==> src/hw/rtl/bounded_indexed_list_assert.svh <==
// assertion macros for the bounded indexed list
// used by the top level only, expects clk and rst_n in scope
`ifndef BOUNDED_INDEXED_LIST_ASSERT_SVH
`define BOUNDED_INDEXED_LIST_ASSERT_SVH

// same-cycle implication
`define BIL_ASSERT_NOW(lbl, ante, cons, msg) \
    lbl: assert property (@(posedge clk) disable iff (!rst_n) (ante) |-> (cons)) \
        else $error(msg);

// next-cycle implication
`define BIL_ASSERT_NEXT(lbl, ante, cons, msg) \
    lbl: assert property (@(posedge clk) disable iff (!rst_n) (ante) |=> (cons)) \
        else $error(msg);

`endif

==> src/hw/rtl/bil_pkg.sv <==
// shared widths, codes and command types for the bounded indexed list
// no dependencies
package bil_pkg;

    localparam int MAX_DEPTH = 16;
    localparam int WORD_BITS = 32;
    localparam int IDX_W     = $clog2(MAX_DEPTH);
    localparam int CNT_W     = 5;
    localparam int POS_W     = 5;
    localparam int OP_W      = 3;
    localparam int STAT_W    = 2;

    typedef logic signed [WORD_BITS-1:0] word_t;

    typedef enum logic [OP_W-1:0] {
        OP_INSERT_AT   = 3'd0,
        OP_APPEND      = 3'd1,
        OP_REMOVE_AT   = 3'd2,
        OP_REMOVE_LAST = 3'd3,
        OP_READ_AT     = 3'd4,
        OP_READ_LAST   = 3'd5,
        OP_CLEAR       = 3'd6
    } op_t;

    typedef enum logic [STAT_W-1:0] {
        STAT_OK      = 2'd0,
        STAT_BAD_IDX = 2'd1,
        STAT_FULL    = 2'd2,
        STAT_EMPTY   = 2'd3
    } stat_t;

    // controller to datapath
    typedef struct packed {
        logic load;   // latch the incoming request
        logic exec;   // run the request and load the result register
    } cmd_t;

endpackage

==> src/hw/rtl/bil_ctrl.sv <==
// request sequencer for the bounded indexed list
// depends on bil_pkg
module bil_ctrl (
    input  logic          clk,
    input  logic          rst_n,
    input  logic          in_valid,
    output logic          in_stall,
    output logic          out_valid,
    input  logic          out_stall,
    output bil_pkg::cmd_t cmd
);
    import bil_pkg::*;

    typedef enum logic {
        S_IDLE,
        S_EXEC
    } state_t;

    state_t state_reg;
    logic   in_stall_reg;
    logic   out_valid_reg;
    logic   room;

    // result register free now or emptied at this edge
    assign room     = !out_valid_reg || !out_stall;
    assign cmd.load = (state_reg == S_IDLE) && in_valid;
    assign cmd.exec = (state_reg == S_EXEC) && room;

    always_ff @(posedge clk or negedge rst_n)
    begin
        if (!rst_n)
        begin
            state_reg     <= S_IDLE;
            in_stall_reg  <= 1'b0;
            out_valid_reg <= 1'b0;
        end
        else
        begin
            unique case (state_reg)
                S_IDLE:
                begin
                    // waiting result word taken
                    if (out_valid_reg && !out_stall)
                    begin
                        out_valid_reg <= 1'b0;
                    end
                    if (in_valid)
                    begin
                        state_reg    <= S_EXEC;
                        in_stall_reg <= 1'b1;
                    end
                end
                S_EXEC:
                begin
                    // without room the waiting word is still stalled
                    if (room)
                    begin
                        state_reg     <= S_IDLE;
                        in_stall_reg  <= 1'b0;
                        out_valid_reg <= 1'b1;
                    end
                end
                default:
                begin
                    state_reg    <= S_IDLE;
                    in_stall_reg <= 1'b0;
                end
            endcase
        end
    end

    assign in_stall  = in_stall_reg;
    assign out_valid = out_valid_reg;

endmodule

==> src/hw/rtl/bil_dpath.sv <==
// entry array, shift network, count, capacity and result register
// depends on bil_pkg
module bil_dpath (
    input  logic                         clk,
    input  logic                         rst_n,
    input  bil_pkg::cmd_t                cmd,
    input  logic [bil_pkg::OP_W-1:0]     opcode,
    input  logic [bil_pkg::POS_W-1:0]    position,
    input  bil_pkg::word_t               element,
    input  logic                         cap_we,
    input  logic [bil_pkg::CNT_W-1:0]    cap_data,
    output logic [bil_pkg::STAT_W-1:0]   status,
    output bil_pkg::word_t               read_value,
    output logic [bil_pkg::CNT_W-1:0]    count,
    output logic                         is_full,
    output logic                         is_empty
);
    import bil_pkg::*;

    // latched request
    logic [OP_W-1:0]  req_op_reg;
    logic [POS_W-1:0] req_pos_reg;
    word_t            req_elem_reg;

    word_t            entries_reg [MAX_DEPTH];
    word_t            entries_next [MAX_DEPTH];
    word_t            up_word [MAX_DEPTH];
    word_t            dn_word [MAX_DEPTH];
    logic [CNT_W-1:0] count_reg;
    logic [CNT_W-1:0] count_next;
    logic [CNT_W-1:0] cap_reg;
    logic [CNT_W-1:0] cap_eff;

    stat_t            status_reg;
    stat_t            status_next;
    word_t            rdval_reg;
    word_t            rdval_next;
    logic [CNT_W-1:0] cnt_out_reg;
    logic             full_reg;
    logic             empty_reg;

    logic [CNT_W-1:0] count_m1;
    logic [POS_W-1:0] ins_pos;
    logic [IDX_W-1:0] rd_idx;
    word_t            rd_word;

    // fixed neighbour taps for the shift network
    genvar g;
    generate
        for (g = 0; g < MAX_DEPTH; g++)
        begin : g_taps
            if (g == 0)
            begin : g_first
                assign up_word[g] = entries_reg[g];
            end
            else
            begin : g_up
                assign up_word[g] = entries_reg[g-1];
            end
            if (g == MAX_DEPTH - 1)
            begin : g_last
                assign dn_word[g] = entries_reg[g];
            end
            else
            begin : g_dn
                assign dn_word[g] = entries_reg[g+1];
            end
        end
    endgenerate

    always_comb
    begin
        if (cap_reg == '0)
        begin
            cap_eff = CNT_W'(1);
        end
        else if (cap_reg > CNT_W'(MAX_DEPTH))
        begin
            cap_eff = CNT_W'(MAX_DEPTH);
        end
        else
        begin
            cap_eff = cap_reg;
        end
    end

    assign count_m1 = count_reg - CNT_W'(1);
    assign ins_pos  = (req_op_reg == OP_APPEND) ? count_reg : req_pos_reg;
    assign rd_idx   = (req_op_reg == OP_READ_LAST) ? count_m1[IDX_W-1:0]
                                                   : req_pos_reg[IDX_W-1:0];
    assign rd_word  = entries_reg[rd_idx];

    always_comb
    begin
        entries_next = entries_reg;
        count_next   = count_reg;
        status_next  = STAT_OK;
        rdval_next   = '0;
        unique case (req_op_reg) inside
            OP_INSERT_AT, OP_APPEND:
            begin
                if (ins_pos > count_reg)
                begin
                    status_next = STAT_BAD_IDX;
                end
                else if (count_reg >= cap_eff)
                begin
                    status_next = STAT_FULL;
                end
                else
                begin
                    for (int i = 0; i < MAX_DEPTH; i++)
                    begin
                        if (POS_W'(i) == ins_pos)
                        begin
                            entries_next[i] = req_elem_reg;
                        end
                        else if (POS_W'(i) > ins_pos && CNT_W'(i) <= count_reg)
                        begin
                            entries_next[i] = up_word[i];
                        end
                    end
                    count_next = count_reg + CNT_W'(1);
                end
            end
            OP_REMOVE_AT:
            begin
                if (req_pos_reg >= count_reg)
                begin
                    status_next = STAT_BAD_IDX;
                end
                else
                begin
                    for (int i = 0; i < MAX_DEPTH; i++)
                    begin
                        if (POS_W'(i) >= req_pos_reg && CNT_W'(i + 1) < count_reg)
                        begin
                            entries_next[i] = dn_word[i];
                        end
                    end
                    count_next = count_m1;
                end
            end
            OP_REMOVE_LAST:
            begin
                if (count_reg == '0)
                begin
                    status_next = STAT_EMPTY;
                end
                else
                begin
                    count_next = count_m1;
                end
            end
            OP_READ_AT:
            begin
                if (req_pos_reg >= count_reg)
                begin
                    status_next = STAT_BAD_IDX;
                end
                else
                begin
                    rdval_next = rd_word;
                end
            end
            OP_READ_LAST:
            begin
                if (count_reg == '0)
                begin
                    status_next = STAT_EMPTY;
                end
                else
                begin
                    rdval_next = rd_word;
                end
            end
            OP_CLEAR:
            begin
                count_next = '0;
            end
            default:
            begin
                status_next = STAT_BAD_IDX;
            end
        endcase
    end

    // control state
    always_ff @(posedge clk or negedge rst_n)
    begin
        if (!rst_n)
        begin
            count_reg <= '0;
            cap_reg   <= CNT_W'(MAX_DEPTH);
        end
        else
        begin
            if (cmd.exec)
            begin
                count_reg <= count_next;
            end
            if (cap_we)
            begin
                cap_reg <= cap_data;
            end
        end
    end

    // payload, no reset
    always_ff @(posedge clk)
    begin
        if (cmd.load)
        begin
            req_op_reg   <= opcode;
            req_pos_reg  <= position;
            req_elem_reg <= element;
        end
        if (cmd.exec)
        begin
            entries_reg <= entries_next;
            status_reg  <= status_next;
            rdval_reg   <= rdval_next;
            cnt_out_reg <= count_next;
            full_reg    <= (count_next >= cap_eff);
            empty_reg   <= (count_next == '0);
        end
    end

    assign status     = status_reg;
    assign read_value = rdval_reg;
    assign count      = cnt_out_reg;
    assign is_full    = full_reg;
    assign is_empty   = empty_reg;

endmodule

==> src/hw/rtl/bounded_indexed_list.sv <==
// top level of the bounded indexed list: sequencer plus datapath
// depends on bil_pkg, bil_ctrl, bil_dpath and bounded_indexed_list_assert.svh
//
// an ordered list of up to 16 signed 32-bit entries held in flip-flops. each
// request word carries an opcode (insert at, append, remove at, remove last,
// read at, read last, clear), a position and an element, and gives exactly one
// result word: status, value read (zero unless a read succeeds), count after
// the request and the full and empty flags. a request runs as a latch step
// in which the word is latched, then an execute step in which the parallel
// shift network moves every entry at once and the result register is loaded;
// no new word is taken before the cycle after that. the result register sits
// between the two sides, so a new request is taken while a result still
// waits; only the execute cycle waits on a stalled output. the
// capacity register (reset 16) is clamped to 1..16 and may be written at any
// time the list is idle; cfg_ready is always high.
module bounded_indexed_list (
    input  logic                         clk,
    input  logic                         rst_n,

    // request channel
    input  logic                         in_valid,
    output logic                         in_stall,
    input  logic [bil_pkg::OP_W-1:0]     opcode,
    input  logic [bil_pkg::POS_W-1:0]    position,
    input  bil_pkg::word_t               element,

    // result channel
    output logic                         out_valid,
    input  logic                         out_stall,
    output logic [bil_pkg::STAT_W-1:0]   status,
    output bil_pkg::word_t               read_value,
    output logic [bil_pkg::CNT_W-1:0]    count,
    output logic                         is_full,
    output logic                         is_empty,

    // capacity register write
    input  logic                         cfg_valid,
    output logic                         cfg_ready,
    input  logic [bil_pkg::CNT_W-1:0]    capacity
);
    import bil_pkg::*;

    `include "bounded_indexed_list_assert.svh"

    cmd_t cmd;

    // register writes never wait
    assign cfg_ready = 1'b1;

    bil_ctrl u_ctrl (
        .clk       (clk),
        .rst_n     (rst_n),
        .in_valid  (in_valid),
        .in_stall  (in_stall),
        .out_valid (out_valid),
        .out_stall (out_stall),
        .cmd       (cmd)
    );

    bil_dpath u_dpath (
        .clk        (clk),
        .rst_n      (rst_n),
        .cmd        (cmd),
        .opcode     (opcode),
        .position   (position),
        .element    (element),
        .cap_we     (cfg_valid && cfg_ready),
        .cap_data   (capacity),
        .status     (status),
        .read_value (read_value),
        .count      (count),
        .is_full    (is_full),
        .is_empty   (is_empty)
    );

    // execute only when the result register can take the word
    `BIL_ASSERT_NOW(a_exec_room, cmd.exec, (!out_valid || !out_stall), "result overwritten")
    // a taken request blocks the next one until it has run
    `BIL_ASSERT_NEXT(a_busy_after_take, (in_valid && !in_stall), in_stall, "request not held")
    // count never passes the array depth
    `BIL_ASSERT_NOW(a_count_bound, out_valid, (count <= CNT_W'(MAX_DEPTH)), "count overflow")
    // failed requests return zero data
    `BIL_ASSERT_NOW(a_zero_on_fail, (out_valid && status != STAT_OK), (read_value == '0),
                    "read value not zero on failure")
    // empty flag tracks the count
    `BIL_ASSERT_NOW(a_empty_flag, out_valid, (is_empty == (count == '0)), "empty flag wrong")

endmodule
==> config.mk <==
export PLATFORM = sky130hd
export DESIGN_NAME = bounded_indexed_list
export DESIGN_NICKNAME = d
export VERILOG_FILES = /design/src/hw/rtl/bil_pkg.sv /design/src/hw/rtl/bil_ctrl.sv /design/src/hw/rtl/bil_dpath.sv /design/src/hw/rtl/bounded_indexed_list.sv
export VERILOG_INCLUDE_DIRS = /design/src /design/src/hw/rtl
export SDC_FILE = /design/constraint.sdc
export NUM_CORES = 2
export LEC_CHECK = 0
export ABC_CLOCK_PERIOD_IN_PS = 13800
export BUFFER_PORTS_ARGS = -buffer_cell sky130_fd_sc_hd__buf_4
export CORE_MARGIN = 2
export CORE_UTILIZATION = 55
export CTS_BUF_LIST = sky130_fd_sc_hd__clkbuf_4 sky130_fd_sc_hd__clkbuf_8
export DETAILED_ROUTE_END_ITERATION = 10
export MAX_ROUTING_LAYER = met4
export PLACE_DENSITY = 0.72
export SLEW_MARGIN = 5
export SYNTH_ARGS = -nofsm -noshare
export SYNTH_HDL_FRONTEND = slang
export SYNTH_SLANG_ARGS = --single-unit
export TNS_END_PERCENT = 20
==> constraint.sdc <==
create_clock -name clk -period 13.8 [get_ports clk]
set_input_delay 3.45 -clock clk [delete_from_list [all_inputs] [get_ports clk]]
set_output_delay 3.45 -clock clk [all_outputs]
set_load 0.01 [all_outputs]
==> flow_metrics.env <==
export IMPL_die_w_um=253
export IMPL_ys_seq_elements=606
export IMPL_power_density_nw_per_um2=157
export IMPL_rr_worst_depth=9
export IMPL_vias_per_cell=6.33
export IMPL_grt_pass1_wl_um=141000
export IMPL_hold_viol=0
export IMPL_hp_class="flop to flop"
export IMPL_min_to="u_ctrl.in_stall"
export IMPL_ys_warn_count=0
export IMPL_fin_setup_tns_ns=0
export IMPL_syn_avg_cell_area_um2=11.6
export IMPL_clock_sinks=606
export IMPL_status="finished clean"
export IMPL_instances_no_fill=3801
export IMPL_fin_nets=3004
export IMPL_holdWs_ns=0.495
export IMPL_reg2reg_to="u_dpath.read_value[5]"
export IMPL_min_path_cells=1
export IMPL_die_area_um2=64000
export IMPL_synth_area_mux_share=0.239
export IMPL_setup_viol=0
export IMPL_top_layer_used="met4"
export IMPL_skew_ns=0.0538
export IMPL_synth_edf_count=593
export IMPL_cts_resized=0
export IMPL_cts_hold_buffers=0
export IMPL_yosysTopAreaCell="edfxtp_1"
export IMPL_clkTransAtPathRegs_ns=0.06
export IMPL_cp_slowest_stage_delay_ns=0.80
export IMPL_post_cts_setup_buffers=0
export IMPL_largest_register_ffs=480
export IMPL_seq_area_frac_synth=0.532
export IMPL_max_freq_ghz=0.193
export IMPL_detail_route_antenna_nets=0
export IMPL_post_drt_wl_per_cell_um=24.3
export IMPL_worst_slew_pin_slew_ns=1.22
export IMPL_slew_limit_headroom=0.186
export IMPL_grt_antenna_before_repair=2
export IMPL_die_h_um=253
export IMPL_crit_path_cell_trace="nor2b_1, nand2_1, o21ai_4, buf_4, buf_4, buf_4, mux4_2, mux2i_1, o22ai_1"
export IMPL_rr_startpoint="u_dpath.req_op_reg[2]"
export IMPL_clockBufferDepth=3
export IMPL_yosys_top_cells_area="edfxtp_1, mux2i_1, mux4_2, nand2_1, o21ai_0"
export IMPL_layout_commonest_cell="nand2_1"
export IMPL_path_common_cell="buf_4"
export IMPL_grt_pass1_vias=23500
export IMPL_num_vias=24100
export IMPL_io_pins=94
export IMPL_synth_simple_area_share=0.0892
export IMPL_layout_min_cycle_time_ns=5.19
export IMPL_coreArea_um2=61500
export IMPL_netlist_area_um2=34100
export IMPL_endpoint_kind="flop"
export IMPL_layout_common_cells="nand2_1, edfxtp_1, mux2i_1"
export IMPL_clockRootBuffer="clkbuf_8"
export IMPL_synth_fa_ha_area_frac=0.00910
export IMPL_p_leak_nw=13.5
export IMPL_drt_pass1_iter_count=6
export IMPL_wl_met2_um=42700
export IMPL_synthXorXnorAreaFrac=0.00103
export IMPL_drv_cap=0
export IMPL_synthFlopType="edfxtp_1"
export IMPL_io_buffers=92
export IMPL_hold_start="u_ctrl.in_stall"
export IMPL_grt_overflow=0
export IMPL_peakVddDrop_v=0.0000988
export IMPL_gp_congestion=0.913
export IMPL_layout_drive_gt1_share=0.160
export IMPL_dp_cells=3614
export IMPL_ys_types=64
export IMPL_tritoncts="built"
export IMPL_cts_htree_levels=3
export IMPL_synth_top_area_frac=0.522
export IMPL_wl_um=92300
export IMPL_drt_met1_wl_um=39800
export IMPL_p_total_mw=5.85
export IMPL_area_delta_synth_final_pct=9.45
export IMPL_crit_slowest_cell="buf_4"
export IMPL_hpwl_um=55000
export IMPL_synth_top_family_by_area="multiplexers"
export IMPL_row_count=91
export IMPL_synth_nets=3009
export IMPL_crit_required_ns=14.21
export IMPL_slew_viol_final=0
export IMPL_met3WireLength_um=7590
export IMPL_critical_path_class="flop to flop"
export IMPL_cts_buffers_inserted=104
export IMPL_critPathMaxFanout=53
export IMPL_grt_max_degree=333
export IMPL_synth_compound_area_share=0.0969
export IMPL_syn_inst=2935
export IMPL_clock_latency_ns=0.73
export IMPL_synth_async_reset_ratio=0.0215
export IMPL_initial_core_util=0.555
export IMPL_grt_use_total=0.297
export IMPL_period_share=0.376
export IMPL_crit_arrival_ns=5.60
export IMPL_drc=0
export IMPL_r2r_slack_ns=8.61
export IMPL_rsz0062_at_grt="false"
export IMPL_worstSetupStartpointType="flop"
export IMPL_drt_iter0_drc=2637
==> area by class of cell <==
| type | instances | area [um2] |
|---|---|---|
| antenna | 2 | 5.00 |
| clock buffer | 138 | 1690 |
| clock inverter | 47 | 224 |
| fill | 4924 | 24200 |
| inverter | 20 | 75.1 |
| multi-input combinational | 2057 | 15100 |
| sequential | 606 | 18100 |
| tap | 790 | 988 |
| timing repair buffer | 141 | 1080 |
==> routing by layer <==
| layer | up-vias | GRT usage |
|---|---|---|
| li1 | 11000 | - |
| met1 | 11800 | 0.414 |
| met2 | 1141 | 0.451 |
| met3 | 173 | 0.0463 |
| met4 | 0 | 0.0970 |
| met5 | - | - |
==> how the worst max path moves through the flow <==
stage | cells past startpoint | from | to
3_5_place_dp | 7 | out_stall | u_dpath.dn_word[83]
3_3_place_gp | 7 | out_stall | u_dpath.dn_word[81]
5_1_grt | 9 | u_dpath.req_op_reg[2] | u_dpath.read_value[24]
4_1_cts | 9 | u_dpath.req_op_reg[2] | u_dpath.read_value[24]
2_1_floorplan | 6 | out_stall | u_dpath.dn_word[100]
6_report | 9 | u_dpath.req_op_reg[2] | u_dpath.read_value[5]
==> per-stage QoR <==
step / worst slack [ns] / area [um2] / util
final: 8.61 / 37300 / 0.607
after detailed placement: 8.08 / 35400 / 0.576
after CTS: 8.55 / 37300 / 0.607
after global placement: 8.08 / 35400 / 0.576
after floorplan: 6.50 / 34100 / -
after global routing: 8.16 / 37300 / 0.607
==> worst max-delay path, delay by kind of cell, from the launching register on <==
kind	cells	cell delay (ns)
buffers and inverters	3	2.30
multiplexers	2	0.83
AND/OR/NAND/NOR	2	0.70
flip-flops	1	0.63
AO/OA/AOI/OAI	2	0.35
==> kinds of logic (layout without fill, tap and decap cells) <==
group / after synthesis / count (layout)
other: 1 / 3
adders and majority gates: 25 / 25
muxes: 652 / 652
DFF: 606 / 606
AOI/OAI and AO/OA: 621 / 621
and+or+nand+nor: 754 / 754
buffers and inverters: 272 / 346
xor gates and xnor gates: 4 / 4
==> cells in the mapped netlist (12+ instances only) <==
library cell and number:
a21oi_1 60, a31oi_1 12, buf_2 62, clkbuf_1 174
dfrtp_1 12, edfxtp_1 593, ha_1 24, inv_1 13
mux2i_1 516, mux4_2 128, nand2_1 653, nor2_1 39
o21ai_0 394, o21ai_1 81, o22ai_1 33
==> where the power goes <==
part / total, mW / internal, mW / switching, mW
sequential: 2.60 / 2.36 / 0.238
combinational: 1.70 / 0.672 / 1.02
clock: 1.55 / 0.796 / 0.757
total: 5.85 / 3.83 / 2.02
(Power assumes the default switching activity.)
